`src/rtl/mct_pkg.sv`:
```
`default_nettype none

package mct_pkg;

	// default geometry
	localparam int MCT_POSITION_BITS = 16;
	localparam int MCT_BUTTON_COUNT  = 3;

	// depth of the job queue between front and back
	localparam int MCT_QUEUE_DEPTH = 2;

	// configuration register indexes
	localparam int CFG_ADDR_W = 3;
	localparam logic [CFG_ADDR_W-1:0] REG_POSITION_MODE = 3'd0;
	localparam logic [CFG_ADDR_W-1:0] REG_AREA_LEFT     = 3'd1;
	localparam logic [CFG_ADDR_W-1:0] REG_AREA_RIGHT    = 3'd2;
	localparam logic [CFG_ADDR_W-1:0] REG_AREA_TOP      = 3'd3;
	localparam logic [CFG_ADDR_W-1:0] REG_AREA_BOTTOM   = 3'd4;
	localparam logic [CFG_ADDR_W-1:0] REG_HOTSPOT_X     = 3'd5;
	localparam logic [CFG_ADDR_W-1:0] REG_HOTSPOT_Y     = 3'd6;
	localparam logic [CFG_ADDR_W-1:0] REG_EVENTS_ENABLE = 3'd7;

	// position modes
	localparam logic [1:0] MODE_RELATIVE = 2'd0;
	localparam logic [1:0] MODE_ABSOLUTE = 2'd1;

	// event kinds
	localparam logic [1:0] KIND_MOVE        = 2'd0;
	localparam logic [1:0] KIND_BUTTON_DOWN = 2'd1;
	localparam logic [1:0] KIND_BUTTON_UP   = 2'd2;

endpackage

`default_nettype wire

```
`src/rtl/mct_fifo.sv`:
```
`default_nettype none

module mct_fifo
	import mct_pkg::*;
#(
	parameter int WIDTH = 8,
	parameter int DEPTH = MCT_QUEUE_DEPTH
) (
	input  wire logic             clk,
	input  wire logic             arst_n,
	input  wire logic             push,
	input  wire logic [WIDTH-1:0] push_data,
	input  wire logic             pop,
	output logic      [WIDTH-1:0] head_data,
	output logic                  full,
	output logic                  empty
);

	localparam int PTR_W = (DEPTH > 1) ? $clog2(DEPTH) : 1;
	localparam int CNT_W = $clog2(DEPTH + 1);
	localparam logic [PTR_W-1:0] LAST_PTR = PTR_W'(DEPTH - 1);
	localparam logic [CNT_W-1:0] FULL_CNT = CNT_W'(DEPTH);

	logic [WIDTH-1:0] slot_q [DEPTH];
	logic [PTR_W-1:0] wr_ptr_q;
	logic [PTR_W-1:0] rd_ptr_q;
	logic [CNT_W-1:0] count_q;
	logic             do_push;
	logic             do_pop;

	assign full      = (count_q == FULL_CNT);
	assign empty     = (count_q == '0);
	assign head_data = slot_q[rd_ptr_q];
	assign do_push   = push && !full;
	assign do_pop    = pop && !empty;

	// storage
	always_ff @(posedge clk) begin
		if (do_push) begin
			slot_q[wr_ptr_q] <= push_data;
		end
	end

	// pointers and fill count
	always_ff @(posedge clk or negedge arst_n) begin
		if (!arst_n) begin
			wr_ptr_q <= '0;
			rd_ptr_q <= '0;
			count_q  <= '0;
		end else begin
			if (do_push) begin
				wr_ptr_q <= (wr_ptr_q == LAST_PTR) ? '0 : wr_ptr_q + 1'b1;
			end
			if (do_pop) begin
				rd_ptr_q <= (rd_ptr_q == LAST_PTR) ? '0 : rd_ptr_q + 1'b1;
			end
			case ({do_push, do_pop})
				2'b10:   count_q <= count_q + 1'b1;
				2'b01:   count_q <= count_q - 1'b1;
				default: count_q <= count_q;
			endcase
		end
	end

endmodule

`default_nettype wire

```
`src/rtl/mct_front.sv`:
```
`default_nettype none

module mct_front
	import mct_pkg::*;
#(
	parameter int POSITION_BITS = MCT_POSITION_BITS,
	parameter int BUTTON_COUNT  = MCT_BUTTON_COUNT
) (
	input  wire logic                            clk,
	input  wire logic                            arst_n,
	input  wire logic                            cfg_we,
	input  wire logic [CFG_ADDR_W-1:0]           cfg_addr,
	input  wire logic [POSITION_BITS-1:0]        cfg_wdata,
	input  wire logic                            in_valid,
	output logic                                 in_ready,
	input  wire logic signed [POSITION_BITS-1:0] axis_x,
	input  wire logic signed [POSITION_BITS-1:0] axis_y,
	input  wire logic [BUTTON_COUNT-1:0]         button_levels,
	output logic                                 push_valid,
	output logic [2*BUTTON_COUNT+2*POSITION_BITS:0] push_data,
	input  wire logic                            queue_full
);

	localparam int P = POSITION_BITS;
	localparam int B = BUTTON_COUNT;
	localparam logic signed [P-1:0] POS_MAX = {1'b0, {(P-1){1'b1}}};
	localparam logic signed [P-1:0] POS_MIN = {1'b1, {(P-1){1'b0}}};

	typedef struct packed {
		logic [B-1:0]          chg;
		logic [B-1:0]          lvl;
		logic                  move;
		logic signed [P-1:0]   ex;
		logic signed [P-1:0]   ey;
	} job_t;

	function automatic logic signed [P-1:0] sat_add(input logic signed [P-1:0] a,
			input logic signed [P-1:0] b);
		logic signed [P:0] s;
		s = {a[P-1], a} + {b[P-1], b};
		if (s[P] != s[P-1]) begin
			sat_add = s[P] ? POS_MIN : POS_MAX;
		end else begin
			sat_add = s[P-1:0];
		end
	endfunction

	// configuration registers
	logic [1:0]          mode_q;
	logic signed [P-1:0] left_q, right_q, top_q, bottom_q;
	logic signed [P-1:0] hot_x_q, hot_y_q;
	logic                ev_en_q;

	// tracker state
	logic signed [P-1:0] cursor_x_q, cursor_y_q;
	logic [B-1:0]        held_q;

	// classified report
	logic                valid_s1;
	logic [B-1:0]        chg_s1, lvl_s1;
	logic                move_s1;
	logic signed [P-1:0] cx_s1, cy_s1;

	logic signed [P-1:0] nx, ny, x1, y1, cx, cy;
	logic                accept, advance;
	job_t                job;

	always_ff @(posedge clk or negedge arst_n) begin
		if (!arst_n) begin
			mode_q   <= MODE_RELATIVE;
			left_q   <= POS_MIN;
			right_q  <= POS_MAX;
			top_q    <= POS_MIN;
			bottom_q <= POS_MAX;
			hot_x_q  <= '0;
			hot_y_q  <= '0;
			ev_en_q  <= 1'b0;
		end else if (cfg_we) begin
			case (cfg_addr)
				REG_POSITION_MODE: mode_q   <= cfg_wdata[1:0];
				REG_AREA_LEFT:     left_q   <= cfg_wdata;
				REG_AREA_RIGHT:    right_q  <= cfg_wdata;
				REG_AREA_TOP:      top_q    <= cfg_wdata;
				REG_AREA_BOTTOM:   bottom_q <= cfg_wdata;
				REG_HOTSPOT_X:     hot_x_q  <= cfg_wdata;
				REG_HOTSPOT_Y:     hot_y_q  <= cfg_wdata;
				REG_EVENTS_ENABLE: ev_en_q  <= cfg_wdata[0];
				default:           ;
			endcase
		end
	end

	// position update, then clamp left, right, top, bottom in that order
	always_comb begin
		case (mode_q)
			MODE_RELATIVE: begin
				nx = sat_add(cursor_x_q, axis_x);
				ny = sat_add(cursor_y_q, axis_y);
			end
			MODE_ABSOLUTE: begin
				nx = axis_x;
				ny = axis_y;
			end
			default: begin
				nx = cursor_x_q;
				ny = cursor_y_q;
			end
		endcase
		x1 = (nx < left_q) ? left_q : nx;
		cx = (x1 > right_q) ? right_q : x1;
		y1 = (ny < top_q) ? top_q : ny;
		cy = (y1 > bottom_q) ? bottom_q : y1;
	end

	// a report that makes no event never enters the queue
	assign push_valid = valid_s1 && ((|chg_s1) || move_s1);
	assign advance    = !valid_s1 || !push_valid || !queue_full;
	assign in_ready   = advance;
	assign accept     = in_valid && in_ready;

	always_ff @(posedge clk or negedge arst_n) begin
		if (!arst_n) begin
			cursor_x_q <= '0;
			cursor_y_q <= '0;
			held_q     <= '0;
			valid_s1   <= 1'b0;
		end else begin
			if (accept) begin
				cursor_x_q <= cx;
				cursor_y_q <= cy;
				if (ev_en_q) begin
					held_q <= button_levels;
				end
				valid_s1 <= 1'b1;
			end else if (advance) begin
				valid_s1 <= 1'b0;
			end
		end
	end

	always_ff @(posedge clk) begin
		if (accept) begin
			chg_s1  <= ev_en_q ? (button_levels ^ held_q) : '0;
			lvl_s1  <= button_levels;
			move_s1 <= ev_en_q && ((cx != cursor_x_q) || (cy != cursor_y_q));
			cx_s1   <= cx;
			cy_s1   <= cy;
		end
	end

	// hotspot offset for the move event
	always_comb begin
		job.chg  = chg_s1;
		job.lvl  = lvl_s1;
		job.move = move_s1;
		job.ex   = sat_add(cx_s1, hot_x_q);
		job.ey   = sat_add(cy_s1, hot_y_q);
	end

	assign push_data = job;

endmodule

`default_nettype wire

```
`src/rtl/mct_back.sv`:
```
`default_nettype none

module mct_back
	import mct_pkg::*;
#(
	parameter int POSITION_BITS = MCT_POSITION_BITS,
	parameter int BUTTON_COUNT  = MCT_BUTTON_COUNT
) (
	input  wire logic                            clk,
	input  wire logic                            arst_n,
	input  wire logic [2*BUTTON_COUNT+2*POSITION_BITS:0] head_data,
	input  wire logic                            queue_empty,
	output logic                                 pop,
	output logic                                 out_valid,
	input  wire logic                            out_ready,
	output logic [1:0]                           event_kind,
	output logic signed [POSITION_BITS-1:0]      event_x,
	output logic signed [POSITION_BITS-1:0]      event_y,
	output logic [((BUTTON_COUNT > 1) ? $clog2(BUTTON_COUNT) : 1)-1:0] button_index,
	output logic                                 last_event
);

	localparam int P     = POSITION_BITS;
	localparam int B     = BUTTON_COUNT;
	localparam int IDX_W = (B > 1) ? $clog2(B) : 1;

	typedef struct packed {
		logic [B-1:0]          chg;
		logic [B-1:0]          lvl;
		logic                  move;
		logic signed [P-1:0]   ex;
		logic signed [P-1:0]   ey;
	} job_t;

	job_t             cur_q;
	logic             cur_valid_q;
	logic             out_valid_q;
	logic [IDX_W-1:0] idx;
	logic [B-1:0]     sel;
	logic [B-1:0]     rem;
	logic             has_btn, last, out_free, emit, finish, load;

	// highest changed button first
	always_comb begin
		idx = '0;
		sel = '0;
		for (int b = 0; b < B; b++) begin
			if (cur_q.chg[b]) begin
				idx = IDX_W'(b);
				sel = B'(1) << b;
			end
		end
		has_btn = |cur_q.chg;
		rem     = cur_q.chg & ~sel;
		last    = !has_btn || ((rem == '0) && !cur_q.move);
	end

	assign out_free = !out_valid_q || out_ready;
	assign emit     = cur_valid_q && out_free;
	assign finish   = emit && last;
	assign load     = (!cur_valid_q || finish) && !queue_empty;
	assign pop      = load;
	assign out_valid = out_valid_q;

	always_ff @(posedge clk or negedge arst_n) begin
		if (!arst_n) begin
			cur_valid_q <= 1'b0;
			out_valid_q <= 1'b0;
		end else begin
			if (load) begin
				cur_valid_q <= 1'b1;
			end else if (finish) begin
				cur_valid_q <= 1'b0;
			end
			if (emit) begin
				out_valid_q <= 1'b1;
			end else if (out_ready) begin
				out_valid_q <= 1'b0;
			end
		end
	end

	// current job and output word
	always_ff @(posedge clk) begin
		if (load) begin
			cur_q <= head_data;
		end else if (emit) begin
			cur_q.chg <= rem;
		end
		if (emit) begin
			last_event <= last;
			if (has_btn) begin
				event_kind   <= cur_q.lvl[idx] ? KIND_BUTTON_DOWN : KIND_BUTTON_UP;
				event_x      <= '0;
				event_y      <= '0;
				button_index <= idx;
			end else begin
				event_kind   <= KIND_MOVE;
				event_x      <= cur_q.ex;
				event_y      <= cur_q.ey;
				button_index <= '0;
			end
		end
	end

endmodule

`default_nettype wire

```
`src/rtl/mouse_cursor_tracker.sv`:
```
// Channel  Dir  tdata (low bit up)                      tuser       tlast
// s_axis   in   axis_x, axis_y, button_levels           -           -
// m_axis   out  event_x, event_y, button_index          event_kind  last_event
// cfg      in   cfg_we / cfg_addr / cfg_wdata, no read-back
//
// The front registers each report; reports enter every cycle unless a held
// report waits on a full job queue. The back sends one event word per cycle
// unless m_axis stalls, and the back sets the rate; a report with k events (at most
// BUTTON_COUNT + 1) goes via a queue slot and the back's job and output registers.
// Reset is asynchronous: position 0, all buttons released, registers at defaults.
// A stalled m_axis fills the two-entry job queue, then stalls s_axis.
`default_nettype none

module mouse_cursor_tracker
	import mct_pkg::*;
#(
	parameter int POSITION_BITS = MCT_POSITION_BITS,
	parameter int BUTTON_COUNT  = MCT_BUTTON_COUNT
) (
	input  wire logic                     clk,
	input  wire logic                     arst_n,
	input  wire logic                     cfg_we,
	input  wire logic [CFG_ADDR_W-1:0]    cfg_addr,
	input  wire logic [POSITION_BITS-1:0] cfg_wdata,
	input  wire logic                     s_tvalid,
	output logic                          s_tready,
	// axis_x, axis_y, button_levels, zero pad
	input  wire logic [((2*POSITION_BITS+BUTTON_COUNT+7)/8)*8-1:0] s_tdata,
	output logic                          m_tvalid,
	input  wire logic                     m_tready,
	// event_x, event_y, button_index, zero pad
	output logic [((2*POSITION_BITS+((BUTTON_COUNT > 1) ? $clog2(BUTTON_COUNT) : 1)+7)/8)*8-1:0]
		m_tdata,
	// event_kind
	output logic [1:0]                    m_tuser,
	output logic                          m_tlast
);

	localparam int P          = POSITION_BITS;
	localparam int B          = BUTTON_COUNT;
	localparam int IDX_W      = (B > 1) ? $clog2(B) : 1;
	localparam int OUT_DATA_W = ((2*P + IDX_W + 7) / 8) * 8;
	localparam int JOB_W      = 2*B + 2*P + 1;

	logic             push_valid, pop, q_full, q_empty;
	logic [JOB_W-1:0] push_data, head_data;
	logic signed [P-1:0] event_x, event_y;
	logic [IDX_W-1:0]    button_index;

	mct_front #(
		.POSITION_BITS(P),
		.BUTTON_COUNT (B)
	) u_front (
		.clk          (clk),
		.arst_n       (arst_n),
		.cfg_we       (cfg_we),
		.cfg_addr     (cfg_addr),
		.cfg_wdata    (cfg_wdata),
		.in_valid     (s_tvalid),
		.in_ready     (s_tready),
		.axis_x       (s_tdata[P-1:0]),
		.axis_y       (s_tdata[2*P-1:P]),
		.button_levels(s_tdata[2*P+B-1:2*P]),
		.push_valid   (push_valid),
		.push_data    (push_data),
		.queue_full   (q_full)
	);

	mct_fifo #(
		.WIDTH(JOB_W),
		.DEPTH(MCT_QUEUE_DEPTH)
	) u_queue (
		.clk      (clk),
		.arst_n   (arst_n),
		.push     (push_valid),
		.push_data(push_data),
		.pop      (pop),
		.head_data(head_data),
		.full     (q_full),
		.empty    (q_empty)
	);

	mct_back #(
		.POSITION_BITS(P),
		.BUTTON_COUNT (B)
	) u_back (
		.clk         (clk),
		.arst_n      (arst_n),
		.head_data   (head_data),
		.queue_empty (q_empty),
		.pop         (pop),
		.out_valid   (m_tvalid),
		.out_ready   (m_tready),
		.event_kind  (m_tuser),
		.event_x     (event_x),
		.event_y     (event_y),
		.button_index(button_index),
		.last_event  (m_tlast)
	);

	// pack the output word
	assign m_tdata = OUT_DATA_W'({button_index, event_y, event_x});

endmodule

`default_nettype wire

```
`config.mk`:
```
export PLATFORM = sky130hd
export DESIGN_NAME = mouse_cursor_tracker
export DESIGN_NICKNAME = d
export VERILOG_FILES = /design/src/rtl/mct_pkg.sv /design/src/rtl/mct_fifo.sv /design/src/rtl/mct_front.sv /design/src/rtl/mct_back.sv /design/src/rtl/mouse_cursor_tracker.sv
export SDC_FILE = /design/constraint.sdc
export NUM_CORES = 1
export LEC_CHECK = 0
export BUFFER_PORTS_ARGS = -buffer_cell sky130_fd_sc_hd__buf_2
export CAP_MARGIN = 20
export CORE_ASPECT_RATIO = 1.2
export CORE_MARGIN = 5
export CORE_UTILIZATION = 64
export CTS_BUF_LIST = sky130_fd_sc_hd__clkbuf_2
export DETAILED_ROUTE_END_ITERATION = 10
export GPL_ROUTABILITY_DRIVEN = 0
export GPL_TIMING_DRIVEN = 0
export PLACE_DENSITY_LB_ADDON = 0.08
export SKIP_CTS_REPAIR_TIMING = 1
export SLEW_MARGIN = 25
export SYNTH_ARGS = -nofsm -noshare
export SYNTH_HDL_FRONTEND = slang
export SYNTH_SLANG_ARGS = --single-unit
export TNS_END_PERCENT = 100
```
`constraint.sdc`:
```
create_clock -name clk -period 10.5 [get_ports clk]
set_input_delay 0 -clock clk [delete_from_list [all_inputs] [get_ports clk]]
set_output_delay 0 -clock clk [all_outputs]
set_load 0.01 [all_outputs]
```
**Yosys cells after proc, flatten, opt, wreduce, memory -nomap -nowiden**

Memories as Yosys holds them, arrays and structs flattened.
Index checks and enable logic that the tools add are counted.

- Add/subtract/negate cells: 8
- Order comparisons: 5
- Equality and inequality tests: 17
- Mux-type cells: 35
- Bitwise operators: 3
- Reduce and logical (&&, ||, !) cells: 44

Operators with widths:

| operator | count |
|---|---|
| 2-to-1 mux 16 bit | 12 |
| adder 16 x 16 -> 17 bit | 4 |
| case mux 16 bit (2 select lines) | 2 |
| greater-than comparator 16 bit | 2 |
| less-than comparator 16 bit | 2 |
| != test 16 bit | 2 |
| AND reduction 2 bit | 9 |
| 2-to-1 mux 1 bit | 13 |
| == test 3 bit, second input constant | 4 |
| 2-to-1 mux 3 bit | 4 |
| nonzero test 2 bit | 5 |
| logical AND 1 bit | 9 |
| logical NOT 1 bit | 8 |
| logical OR 1 bit | 7 |
| == test 3 x 2 -> 1 bit, second input constant | 2 |
| logical NOT 3 bit | 2 |
| OR reduction 3 bit | 2 |
| == test 2 x 1 -> 1 bit, second input constant | 2 |
| == test 2 bit, second input constant | 2 |
| logical NOT 2 bit | 2 |
| 2-to-1 mux 2 bit | 2 |
| != test 1 bit | 4 |
| case mux 2 bit (2 select lines) | 1 |
| AND 3 bit | 1 |
| 8 further kinds | 9 |

- Register bits after elaboration: 256
- RAM bits: 78
- Output and inout bits: 45
- Word-level logic and storage cells: 145
- Memories: 1

Memories:

| memory | depth | bits a word | read ports | clocked after memory_dff | write ports | line | text |
|---|---|---|---|---|---|---|---|
| u_queue.slot_q | 2 | 39 | 1 | 0 | 1 | mct_fifo.sv:24 | `logic [WIDTH-1:0] slot_q [DEPTH];` |

**Logic depth before layout (Yosys ltp)**

- Word-level depth: 14
- Mapped depth: 39

**Modules after synthesis**

Synthesis repeated with hierarchy kept, for this count alone.

- Cell total of the unflattened synthesis: 1,859
- Area, all modules: 19,861.5 um^2

By module, submodules not included:

| module | instances | cells each | area each (um^2) | seq. area each (um^2) |
|---|---|---|---|---|
| mct_front | 1 | 1,567 | 14,031.0 | 4,589.4 |
| mct_fifo | 1 | 139 | 3,007.9 | 2,442.3 |
| mct_back | 1 | 146 | 2,773.9 | 2,332.2 |
| mouse_cursor_tracker | 1 | 7 | 48.8 | 0.0 |

**Worst setup path before layout**

No wires, ideal clock.

- Path type: register to register
- From: reg u_front.cursor_x_q[7]
- To: reg u_front.move_s1 (data pin)
- Setup time: 0.266 ns
- Data arrival time: 8.228 ns
- Path slack: 2.007 ns
- Cell stages (with the launch flop): 39
- Path buffers: 2
- Cell sequence: dfrtp_1 > ha_1 > a21o_1 > a2111oi_0 > a211oi_1 > o211ai_1 > a21boi_0 > o21ai_0 > nand2b_1 > xor2_1 > ha_1 > inv_1 > o21ai_0 > a21o_1 > a21oi_1 > a221oi_1 > inv_1 > ha_1 > [3 not listed] > inv_1 > a21oi_2 > nor2_1 > clkbuf_1 > buf_1 > mux2_2 > ha_1 > a211o_1 > o211ai_1 > a21oi_1 > o31ai_1 > nand2b_1 > or4_1 > o311a_1 > a22o_1 > or4_4 > nor4b_2 > a31oi_1

- Longest elaborated chain between the ends: 11
- Elaborated cells on any way between the ends: 12
- Those cells by class: add/sub: 1; order compare: 2; eq/ne: 2; mux: 5; reduce/logical: 2

RTL lines:

| item | line | text |
|---|---|---|
| from (decl) | mct_front.sv:55 | `logic signed [P-1:0] cursor_x_q, cursor_y_q;` |
| from (signal assigned) | mct_front.sv:123 | `cursor_x_q <= '0;` |
| from (signal assigned) | mct_front.sv:129 | `cursor_x_q <= cx;` |
| adder 16 x 16 -> 17 bit | mct_front.sv:40 | `s = {a[P-1], a} + {b[P-1], b};` |
| 2-to-1 mux 16 bit or != test 1 bit (tied branches) | mct_front.sv:42, mct_front.sv:41 |  |
| 2-to-1 mux 16 bit | mct_front.sv:41 | `if (s[P] != s[P-1]) begin` |
| case mux 16 bit (2 select lines) | mct_front.sv:95 | `case (mode_q)` |
| less-than comparator 16 bit | mct_front.sv:109 | `x1 = (nx < left_q) ? left_q : nx;` |
| 2-to-1 mux 16 bit | mct_front.sv:109 |  |
| greater-than comparator 16 bit | mct_front.sv:110 | `cx = (x1 > right_q) ? right_q : x1;` |
| 2-to-1 mux 16 bit | mct_front.sv:110 |  |
| != test 16 bit (*) | mct_front.sv:145 | `move_s1 <= ev_en_q && ((cx != cursor_x_q) \|\| (cy != cursor_y_q));` |
| logical OR 1 bit (*) | mct_front.sv:145 |  |
| logical AND 1 bit (*) | mct_front.sv:145 |  |
| to (signal assigned) | mct_front.sv:145 |  |
| to (decl) | mct_front.sv:61 | `logic move_s1;` |

Every way passes the cells marked *; elsewhere a longest branch is shown, timed or not.
A chain may end at the register's enable or synchronous reset.

**Worst setup path in the final report**

- From: reg u_front.cursor_x_q[4]
- To: reg u_front.move_s1 (data pin)

Same word-level chain as after synthesis.

==> impl_metrics.yaml <==
cells_and_area:
  number_of_fill_cells: 2258
  fin_nets: 2288
  sequential_cell_area_mm2: 0.00936
  final_core_utilization: 0.733
  commonest_cells_after_routing_fill_and_taps_aside: "sky130_fd_sc_hd__edfxtp_1, sky130_fd_sc_hd__nand2_1, sky130_fd_sc_hd__o21ai_0, sky130_fd_sc_hd__mux2_2, sky130_fd_sc_hd__ha_1"
  layout.cells.most_common: "sky130_fd_sc_hd__edfxtp_1"
  drive_above_1_share: 0.207
  fin_area_mm2: 0.0222
  multiInputGateArea_mm2: 0.00954
  flow.area_growth_from_synthesis_pct: 13.4
synth:
  synth_cell_type_count: 87
  synth_top_cell_by_area: "sky130_fd_sc_hd__edfxtp_1"
  ys_ff_latch: 334
  syn_inst_count: 1844
  synth_top_flop_cell: "sky130_fd_sc_hd__edfxtp_1"
  total_number_of_yosys_warnings: 0
  synth.top_cells.by_area: "sky130_fd_sc_hd__edfxtp_1, sky130_fd_sc_hd__dfrtp_1, sky130_fd_sc_hd__ha_1, sky130_fd_sc_hd__mux2_2, sky130_fd_sc_hd__dfstp_2"
  postSynthAreaPerCell_um2: 10.6
  netlist_area_mm2: 0.0196
  post-synth-top-area-fraction: 0.296
  synth_sequential_area_ratio: 0.478
  synth_enable_flop_cells: 193
  postSynth.asyncResetShare: 0.422
worst_hold_path:
  worstHoldPathType: "in -> reg"
  hold_depth: 4
  hold_end: "u_front.right_q[2]$_DFFE_PN1P_"
  hp-start: "cfg_wdata[2]"
sta:
  timing.clock.skew_ps: 115
  max_slew.worst_pin.slew_ps: 808
  setup-violations-final: 0
  maxSlewViolCount: 0
  min_period_over_period: 0.970
  post-route-min-period_ps: 10180
  tns_ps: 0
  maxClockFrequency_ghz: 0.0982
  hold_ws_ps: -11.6
  maxSlewHeadroom: 0.461
  finalHoldViolations: 2
worst_setup_path:
  worst_ep_required_time_ps: 11060
  timing.critical_path.from_type: "flop"
  worst_ep_arrival_time_ps: 10750
  critical_path_fanouts_max: 10
  worstSetupStartpoint: "u_front.cursor_x_q[4]$_DFFE_PN0P_"
  worst-r2r-setup-slack_ps: 320
  reg2regPathDepth: 37
  crit_path_end_kind: "flop"
  rr_startpoint: "u_front.cursor_x_q[4]$_DFFE_PN0P_"
  max_stage_delay_ps: 560
  crit-reg2reg-capture: "u_front.move_s1$_DFFE_PP_"
  critical-path-top-cell-by-count: "sky130_fd_sc_hd__ha_1"
  timing.critical_path.slowest_stage_cell: "sky130_fd_sc_hd__or4_1"
  criticalPathCategory: "reg -> reg"
detailed_routing:
  first_pass_iters: 6
  drt.antenna.violating_nets: 0
  avgViaCountPerCell: 6.14
  wl_um: 52200
  drc: 0
  first_iter_violations: 1287
  via_count: 15700
  route.detailed.wl_per_inst_um: 20.5
die:
  die_x_um: 170
  die_outline_area_mm2: 0.0342
  core-area_mm2: 0.0303
  placement_rows: 70
  ioPinCount: 109
  die_y_um: 202
  floorplan.initialDensity: 0.646
global_routing:
  grt_max_degree: 86
  grt_pass1_vias: 15400
  groute.usage.overall: 0.288
  grt_first_pass_wirelength_um: 78600
  initial_antenna_violation_count: 3
  overflow: 0
placed_design:
  buffer_ports.inserted: 97
  detailedPlacementHpwl_um: 37800
  placed_area_mm2: 0.0207
cts:
  tritoncts: "done"
  cts_num_sinks: 334
  clk_transition_reported_paths_ps: 110
  cts_buffers: 81
  worst_skew_pair.late_latency_ps: 930
  cts_root_buffer: "sky130_fd_sc_hd__clkbuf_2"
  clock_tree.buffer_depth: 3
  h-tree-depth: 3
job:
  maxCapViolations: 0
run_status:
  status: "finished with violations"
  violations: "hold timing"
-- synthesized netlist by cell type, drive strengths merged, types with 20 or more instances --
master  count
a211oi     20
a21o       22
a21oi     110
and2       37
and3       20
buf        26
clkbuf     52
dfrtp     109
dfstp      32
edfxtp    193
ha        131
inv       123
mux2      131
nand2     172
nand3      24
nor2       86
nor3       33
o21ai     145
xnor2      62
xor2       43
-- cells by family (layout without fill, tap and decap cells) --
| group | count (synthesis) | after routing | share of synthesized area |
|---|---|---|---|
| DFF | 334 | 334 | 0.478 |
| xor gates and xnor gates | 105 | 105 | 0.0470 |
| other | 1 | 8 | 0.000192 |
| adders and majority gates | 136 | 136 | 0.0883 |
| muxes | 143 | 143 | 0.0815 |
| and+or+nand+nor | 469 | 469 | 0.116 |
| buffers and inverters | 201 | 506 | 0.0407 |
| AOI/OAI and AO/OA | 455 | 455 | 0.147 |
-- worst max-delay path: cells and delay by family (launching register included) --
family | cells | cell delay (ps)
AND/OR/NAND/NOR | 8 | 2110
AO/OA/AOI/OAI | 17 | 4080
buffers and inverters | 6 | 1150
XOR/XNOR | 1 | 170
adder cells (fa/ha/maj) | 4 | 1470
flip-flops | 1 | 500
multiplexers | 1 | 340
-- stage by stage --
| step | worst slack [ps] | cells |
|---|---|---|
| final | 316 | 2552 |
| after global routing | -2.57 | 2551 |
| after CTS | -490 | 2495 |
| after detailed placement | -357 | 2347 |
| after global placement | -198 | 2342 |
| after floorplan | 2010 | 1849 |
-- layout make-up --
type,instances,area share
diodes,2,0.000225
plain buffers,76,0.0150
clock buffers,118,0.0266
clock inverters,30,0.0101
inverters,123,0.0208
multi-input cells,1314,0.430
flip-flops and latches,334,0.422
well taps,396,0.0223
repair buffers,159,0.0535
-- routing by layer --
layer  GRT usage  wire length (um)  vias to the layer above
met5           0                13                        -
met4       0.150              3110                        2
met3      0.0540              4420                      189
met2       0.491             25400                      754
met1       0.347             19300                     7432
li1            -                 -                     7288
-- worst max path at each step --
| stage | endpoint | slack [ps] | cells past startpoint |
|---|---|---|---|
| finish | u_front.move_s1$_DFFE_PP_ | 320 | 37 |
| global placement | u_front.move_s1$_DFFE_PP_ | -200 | 38 |
| global route | u_front.move_s1$_DFFE_PP_ | -3 | 38 |
| CTS | u_front.move_s1$_DFFE_PP_ | -490 | 38 |
| detailed placement | u_front.move_s1$_DFFE_PP_ | -360 | 38 |
| floorplan | u_front.move_s1$_DFFE_PP_ | 2010 | 38 |
-- flip-flops by register name, summed over array words and instances, names as in the netlist, 16 cells and up --
signal / count
u_front.cursor_x_q: 16
u_front.cursor_y_q: 16
u_front.right_q: 16
u_queue.slot_q: 78
u_back.event_y: 16
u_front.hot_y_q: 16
u_front.top_q: 16
u_back.event_x: 16
u_back.cur_q: 39
u_front.bottom_q: 16
u_front.cy_s1: 16
u_front.left_q: 16
u_front.hot_x_q: 16
u_front.cx_s1: 16
Power is not shown: default switching activity piles up to over one toggle a cycle in this logic, so the estimate is an artifact.
